`config.mk`:
```
export PLATFORM = sky130hd
export DESIGN_NAME = kt2_div
export DESIGN_NICKNAME = d
export VERILOG_FILES = /design/src/sv/kt2_pkg.sv /design/src/sv/kt2_div.sv
export SDC_FILE = /design/constraint.sdc
export NUM_CORES = 1
export LEC_CHECK = 0
export BUFFER_PORTS_ARGS = -buffer_cell sky130_fd_sc_hd__buf_4
export CELL_PAD_IN_SITES_DETAIL_PLACEMENT = 1
export CELL_PAD_IN_SITES_GLOBAL_PLACEMENT = 2
export CORE_UTILIZATION = 33
export CTS_CLUSTER_SIZE = 12
export DETAILED_ROUTE_END_ITERATION = 8
export HOLD_SLACK_MARGIN = 0.02
export PLACE_DENSITY_LB_ADDON = 0.05
export SLEW_MARGIN = 10
export SYNTH_ARGS = -nofsm -noshare
export SYNTH_HDL_FRONTEND = slang
export SYNTH_SLANG_ARGS = --single-unit
```
`constraint.sdc`:
```
create_clock -name clock -period 4.1 [get_ports clock]
set_input_delay 0.82 -clock clock [delete_from_list [all_inputs] [get_ports clock]]
set_output_delay 0.82 -clock clock [all_outputs]
set_load 0.05 [all_outputs]
```
`src/sv/kt2_pkg.sv`:
```
// ----------------------------------------------------------------------------
// kt2_pkg
// Shared types, fixed-point constants and helpers for the 2-D
// constant-acceleration tracker.
// ----------------------------------------------------------------------------
package kt2_pkg;

   localparam int FX_W  = 32;
   localparam int ACC_W = 52;   // sum of six rounded products plus an offset
   localparam int DET_W = 49;   // difference of two rounded products
   localparam int DIV_BITS = 48;

   typedef logic signed [FX_W-1:0]  fx_type;
   typedef logic signed [ACC_W-1:0] acc_type;
   typedef logic signed [DET_W-1:0] det_type;

   // Q16.16 constants at DT = 0.1
   localparam fx_type FX_ONE  = 32'sd65536;
   localparam fx_type FX_DT   = 32'sd6554;
   localparam fx_type FX_DT2  = 32'sd655;
   localparam fx_type FX_HDT2 = 32'sd328;
   localparam fx_type FX_HDT3 = 32'sd33;
   localparam fx_type FX_QDT4 = 32'sd2;
   localparam fx_type FX_MAX  = 32'sh7fffffff;
   localparam fx_type FX_MIN  = 32'sh80000000;

   localparam logic [2:0] POS_X = 3'd0;
   localparam logic [2:0] POS_Y = 3'd3;

   // request action codes
   localparam logic ACT_START  = 1'b0;
   localparam logic ACT_UPDATE = 1'b1;

   // register indexes
   localparam int CSR_IDX_W = 2;
   localparam logic [CSR_IDX_W-1:0] CSR_MEAS_NOISE = 2'd0;
   localparam logic [CSR_IDX_W-1:0] CSR_INIT_COV   = 2'd1;
   localparam logic [CSR_IDX_W-1:0] CSR_INIT_ACCEL = 2'd2;

   localparam logic [30:0] RESET_MEAS_NOISE = 31'd13107;
   localparam logic [30:0] RESET_INIT_COV   = 31'd32768000;
   localparam fx_type      RESET_INIT_ACCEL = 32'sd6554;

   // matrix store: {region, row, col}
   localparam int RAM_DEPTH = 192;
   localparam int RAM_AW    = 8;
   localparam logic [1:0] REG_P  = 2'd0;   // covariance
   localparam logic [1:0] REG_T  = 2'd1;   // F * P
   localparam logic [1:0] REG_PP = 2'd2;   // predicted covariance

   typedef struct packed {
      logic valid;
      logic first;
      logic last;
      logic sub;
   } mac_ctl_type;

   function automatic fx_type sat32(input acc_type v);
      fx_type r;
      if (v > acc_type'(FX_MAX))      r = FX_MAX;
      else if (v < acc_type'(FX_MIN)) r = FX_MIN;
      else                            r = v[FX_W-1:0];
      return r;
   endfunction

   // state transition matrix entry
   function automatic fx_type fx_trans(input logic [2:0] r, input logic [2:0] c);
      logic [2:0] rr;
      logic [2:0] cc;
      fx_type     v;
      rr = (r >= 3'd3) ? r - 3'd3 : r;
      cc = (c >= 3'd3) ? c - 3'd3 : c;
      v  = '0;
      if ((r >= 3'd3) == (c >= 3'd3)) begin
         if (cc == rr)             v = FX_ONE;
         else if (cc == rr + 3'd1) v = FX_DT;
         else if (cc == rr + 3'd2) v = FX_HDT2;
      end
      return v;
   endfunction

   // process noise entry
   function automatic fx_type fx_proc(input logic [2:0] r, input logic [2:0] c);
      logic [2:0] rr;
      logic [2:0] cc;
      logic [2:0] lo;
      logic [2:0] hi;
      fx_type     v;
      rr = (r >= 3'd3) ? r - 3'd3 : r;
      cc = (c >= 3'd3) ? c - 3'd3 : c;
      lo = (rr < cc) ? rr : cc;
      hi = (rr < cc) ? cc : rr;
      v  = '0;
      if ((r >= 3'd3) == (c >= 3'd3)) begin
         case ({lo[1:0], hi[1:0]})
            4'b0000: v = FX_QDT4;
            4'b0001: v = FX_HDT3;
            4'b0010: v = FX_HDT2;
            4'b0101: v = FX_DT2;
            4'b0110: v = FX_DT;
            4'b1010: v = FX_ONE;
            default: v = '0;
         endcase
      end
      return v;
   endfunction

endpackage

```
`src/sv/kt2_div.sv`:
```
// ----------------------------------------------------------------------------
// kt2_div
// Radix-2 restoring divider: sat32(trunc(num * 65536 / den)).
// ----------------------------------------------------------------------------
module kt2_div
   import kt2_pkg::*;
(
   input  logic               clock,
   input  logic               reset,
   input  logic               start,
   input  logic signed [32:0] num,
   input  det_type            den,
   output logic               done,
   output fx_type             quot
);

   logic                    busy_ff, busy_in;
   logic                    done_ff, done_in;
   logic [5:0]              cnt_ff, cnt_in;
   logic                    neg_ff, neg_in;
   logic [DIV_BITS-1:0]     quo_ff, quo_in;
   logic [DIV_BITS-1:0]     rem_ff, rem_in;
   logic [DIV_BITS-1:0]     dmag_ff, dmag_in;
   logic signed [32:0]      nabs;
   det_type                 dabs;
   logic [DIV_BITS:0]       rem_sh;
   logic [DIV_BITS:0]       rem_sub;

   always_comb begin
      busy_in = busy_ff;
      done_in = 1'b0;
      cnt_in  = cnt_ff;
      neg_in  = neg_ff;
      quo_in  = quo_ff;
      rem_in  = rem_ff;
      dmag_in = dmag_ff;
      nabs    = num[32] ? -num : num;
      dabs    = den[DET_W-1] ? -den : den;
      rem_sh  = {rem_ff, quo_ff[DIV_BITS-1]};
      rem_sub = rem_sh - {1'b0, dmag_ff};
      if (start) begin
         busy_in = 1'b1;
         cnt_in  = '0;
         neg_in  = num[32] ^ den[DET_W-1];
         quo_in  = {nabs[31:0], 16'd0};
         rem_in  = '0;
         dmag_in = dabs[DIV_BITS-1:0];
      end else if (busy_ff) begin
         if (rem_sh >= {1'b0, dmag_ff}) begin
            rem_in = rem_sub[DIV_BITS-1:0];
            quo_in = {quo_ff[DIV_BITS-2:0], 1'b1};
         end else begin
            rem_in = rem_sh[DIV_BITS-1:0];
            quo_in = {quo_ff[DIV_BITS-2:0], 1'b0};
         end
         if (cnt_ff == 6'(DIV_BITS - 1)) begin
            busy_in = 1'b0;
            done_in = 1'b1;
         end else begin
            cnt_in = cnt_ff + 6'd1;
         end
      end
   end

   always_ff @(posedge clock) begin
      if (reset) begin
         busy_ff <= 1'b0;
         done_ff <= 1'b0;
      end else begin
         busy_ff <= busy_in;
         done_ff <= done_in;
      end
      cnt_ff  <= cnt_in;
      neg_ff  <= neg_in;
      quo_ff  <= quo_in;
      rem_ff  <= rem_in;
      dmag_ff <= dmag_in;
   end

   always_comb begin
      if (neg_ff) begin
         if (quo_ff > DIV_BITS'(33'h080000000)) quot = FX_MIN;
         else                                   quot = -fx_type'(quo_ff[31:0]);
      end else begin
         if (quo_ff > DIV_BITS'(33'h07fffffff)) quot = FX_MAX;
         else                                   quot = fx_type'(quo_ff[31:0]);
      end
   end

   assign done = done_ff;

endmodule
```
# == Yosys cells after proc, flatten, opt, wreduce, memory -nomap -nowiden ==
# Index checks and enable logic that the tools add are counted.
# classes
reduce_logical,3
eq_ne,1
order_cmp,3
n_mux,13
add_sub_neg,5
n_bitwise,3
# ops
cell,count
two-way mux 48 bit,4
two-way mux 32 bit,4
negation 32 bit,2
>= comparator 49 x 48 -> 1 bit,1
> comparator 48 x 31 -> 1 bit (second input constant),1
> comparator 48 x 32 -> 1 bit (second input constant),1
negation 48 bit,1
subtractor 48 bit,1
adder 6 x 1 -> 6 bit (second input constant),1
equality test 6 bit (second input constant),1
two-way mux 1 bit,5
OR reduction 3 bit,1
NOT 1 bit,2
AND reduction 2 bit,1
nonzero test 2 bit,1
bitwise XOR 1 bit,1
# word_totals
input_bits,85
ff_bits,153
output_inout_bits,33
word_cells,36

# == Depth between registers and ports, before layout ==
# depth
depth_word,4
ltp_mapped,14
mapped_depth_nobuf,12

# == Worst setup path before layout ==
# Ideal clock, no wire load.
# synth_path
path_kind,register to output
from,reg quo_ff[4]
to,out quot[4]
path_stages_with_launch,11
slack_ns,-1.055
required_ns,3.280
path_buffers,1
arrival_ns,4.335
cell_sequence,dfxtp_1 > clkbuf_1 > or4_1 > nor4_1 > and3_1 > nand3_1 > nor3_1 > nand2_1 > nand2_1 > nor2_1 > nor4_1
# synth_via
elab_chain_cells,3
elab_cells_between_ends,6
classes_between,add/sub (1); order compare (2); mux (3)
# synth_lines
element,line,source
"start, declared",kt2_div.sv:21,"logic [DIV_BITS-1:0] quo_ff, quo_in;"
"start signal, assigned",kt2_div.sv:75,quo_ff <= quo_in;
"> comparator 48 x 31 -> 1 bit, or another cell as far along",kt2_div.sv:85,if (quo_ff > DIV_BITS'(33'h07fffffff)) quot = FX_MAX;
two-way mux 32 bit (on tied branches),"kt2_div.sv:85, kt2_div.sv:82",
two-way mux 32 bit (*),kt2_div.sv:81,if (neg_ff) begin
"end, declared",kt2_div.sv:14,output fx_type quot
# Every way passes the cells marked *; elsewhere a longest branch is shown, timed or not.

# == Worst setup path after layout ==
# layout_path
from,reg quo_ff[1]
to,out quot[31]
# Same word-level chain as after synthesis.

==> impl_metrics.yaml <==
timing:
  setup_viol: 0
  hold_viol_final: 0
  fmax_mhz: 245.4
  setup_tns_ns: 0
  skew_ns: 0.009760
  rsz0062_at_grt: "true"
  worst_pin_slew_ns: 1.213
  max_slew_margin: 0.1883
  drv_slew: 0
  period_needed_ns: 4.075
  finalCritPeriodShare: 0.9939
placement:
  gp_congestion: 0.8294
  dpl.hpwl_um: 27390
  place_inst: 1956
  io_buffers: 117
  dpl_cell_area_um2: 13210
die:
  start_util: 0.3375
  die_x_um: 187.6
  die_y_um: 187.6
  rows: 67
  fp.dieArea_um2: 35210
  ios: 118
  coreArea_um2: 33700
flow_run:
  cap_violations: 0
yosys:
  seq_area_frac_synth: 0.3406
  synth_nets: 1540
  yosys.area.top_type: "edfxtp_1"
  syn_area_um2: 11370
  synth_edf_count: 81
  syn_avg_cell_area_um2: 8.111
  synthDistinctLibCells: 64
  synth_cells: 1402
  async_flop_share: 0
  ys_warn_count: 0
  synth_area_leaders: "edfxtp_1 21%, dfxtp_1 13%, xnor2_1 7.5%"
  ys.flop_type: "edfxtp_1"
  synth_top_area_share: 0.2139
  synth-seq-cells: 153
  yosysMostFrequentCell: "nand2_1"
  yosys-top-cells-count: "181 x nand2_1, 133 x nor2_1, 105 x a21oi_1"
global_routing:
  grt_max_degree: 65
  grt_pass1_vias: 11330
  track_usage: 0.2098
  antenna_found_initial: 0
  grt_overflow_total: 0
  grt_pass1_wl_um: 59370
route:
  dr_total_vias: 10980
  top_layer: "met4"
  routedWlPerCell_um: 18.32
  wl_met3_um: 979
  drt_iter0_markers: 400
  wl_met1_um: 16940
  dr_wl_met2_um: 18200
  routed_wirelength_um: 36690
  dr.pass1.iters: 5
  viasPerCell: 5.483
  drc: 0
  ant_nets: 0
cts:
  cts_root_buffer: "clkbuf_16"
  clkSinkCount: 153
  cts_buffers: 17
  cts_tree: "yes"
  clock_path_buffers: 2
  cts-hold-fix-buffers: 0
  cts.clk_slew.worst_paths_ns: 0.06
  htree_num_levels: 4
  insertion_delay_ns: 0.45
critical_path:
  slowest_delay_ns: 0.54
  path_common_cell: "or3_4"
  cp-startpoint: "quo_ff[1]"
  critPathCaptureType: "primary output"
  setup.worst_path.start_class: "flip-flop"
  slowest_stage: "or4_4"
  cp_data_arrival_time_ns: 3.26
  path_cells: "or4_4 > nor4_4 > buf_4 > and2_4 > nand3_2 > or3_4 > or3_4 > o211ai_1 > o31ai_1 > a21boi_2 > buf_6"
  critPathMaxFanout: 5
  r2r_start: "dmag_ff[39]"
  path_class: "flip-flop to primary output"
  required_ns: 3.28
power:
  irDropWorstVdd_mv: 0.2987
  power_density_nw_per_um2: 371.0
  p_leak_nw: 5.595
  total_power_w: 0.005299
layout:
  area_growth_pct: 25.59
  num-nets-final: 1679
  layout-drive-gt1-share: 0.1976
  fin_area_um2: 14280
  antenna_cells: 0
  final_cells: 2002
worst_hold_path:
  min-delay-start: "rem_ff[41]"
  worst_hold_path_type: "flip-flop to flip-flop"
run_status:
  status: "finished, final reports clean"
[worst max-delay path, delay by kind of cell, from the launching register on]
family	cells	cell delay, ns
and+or+nand+nor	6	1.70
AOI/OAI and AO/OA	3	0.42
DFF	1	0.36
buffers and inverters	2	0.34
[layer usage]
metal / global-route usage / up-vias
li1: - / 5410
met1: 0.2622 / 5388
met2: 0.3735 / 150
met3: 0.03163 / 29
met4: 0.05535 / 0
met5: 0 / -
[registers in the layout, summed over array words and instances (netlist names)]
signal / flops
quo_ff: 48
rem_ff: 48
cnt_ff: 6
busy_ff: 1
done: 1
neg_ff: 1
dmag_ff: 48
[cell usage in the layout (no fill, tap or decap), types with 17 or more instances in the layout]
cell,count
buf_4,184
nand2_1,178
nor2_1,127
xnor2_1,97
a21oi_1,95
edfxtp_1,81
inv_1,78
o21ai_0,78
dfxtp_1,68
ha_1,51
a311oi_1,31
a22o_1,30
nor3_1,29
o31ai_1,28
nand3_1,23
mux2i_1,21
a31oi_1,20
or4_1,19
nor4_1,18
xor2_1,18
nand4_1,18
clkbuf_16,17
[power breakdown]
part	switching, W	internal (W)
Combinational	0.000895	0.000569
Clock	0.000706	0.00127
Sequential	0.000103	0.00176
Total	0.00170	0.00359
[through the flow]
stage          hold WS, ns  utilization  worst slack (ns)
2_1_floorplan       0.4531            -           -0.1491
3_3_place_gp        0.4711       0.3920           -0.3719
3_5_place_dp        0.4896       0.3920           -0.4143
4_1_cts             0.4992       0.4162         -0.004755
5_1_grt             0.5168       0.4238           -0.1079
6_report            0.4933       0.4238           0.02483
[worst paths after layout]
check / endpoint / slack, ns / cells after the start
worst max-delay path: quot[31] / 0.02 / 11
worst min-delay path: rem_ff[41] / 0.49 / 2
worst min register to register: rem_ff[41] / 0.49 / 2
worst max register to register: rem_ff[42] / 0.36 / 13
[timing repair]
item / 4_1_cts / 5_1_grt
buffers inserted: 1 / 12
gates resized for setup: 21 / 39
pin swaps: 4 / 18
endpoints found under the setup margin: 28 / 47
gates cloned: 0 / 1
[area by class of cell]
class / instances / area (um2)
inverter: 80 / 302.8
clock buffer: 17 / 425.4
tap: 448 / 560.5
clock inverter: 15 / 296.5
sequential: 153 / 3886
fill: 4060 / 19420
multi-input combinational: 1093 / 7282
timing repair buffer: 196 / 1529
[cells by family (layout without fill, tap and decap cells)]
logic type | Yosys count | after routing | share of synthesized area
flops | 153 | 153 | 0.3406
simple gates | 504 | 505 | 0.2089
buf+inv | 157 | 308 | 0.05182
compound gates | 397 | 397 | 0.2306
mux | 23 | 23 | 0.02046
fa+ha+maj | 53 | 53 | 0.05897
xor+xnor | 115 | 115 | 0.08857
Power figures use the tool's default switching activity.
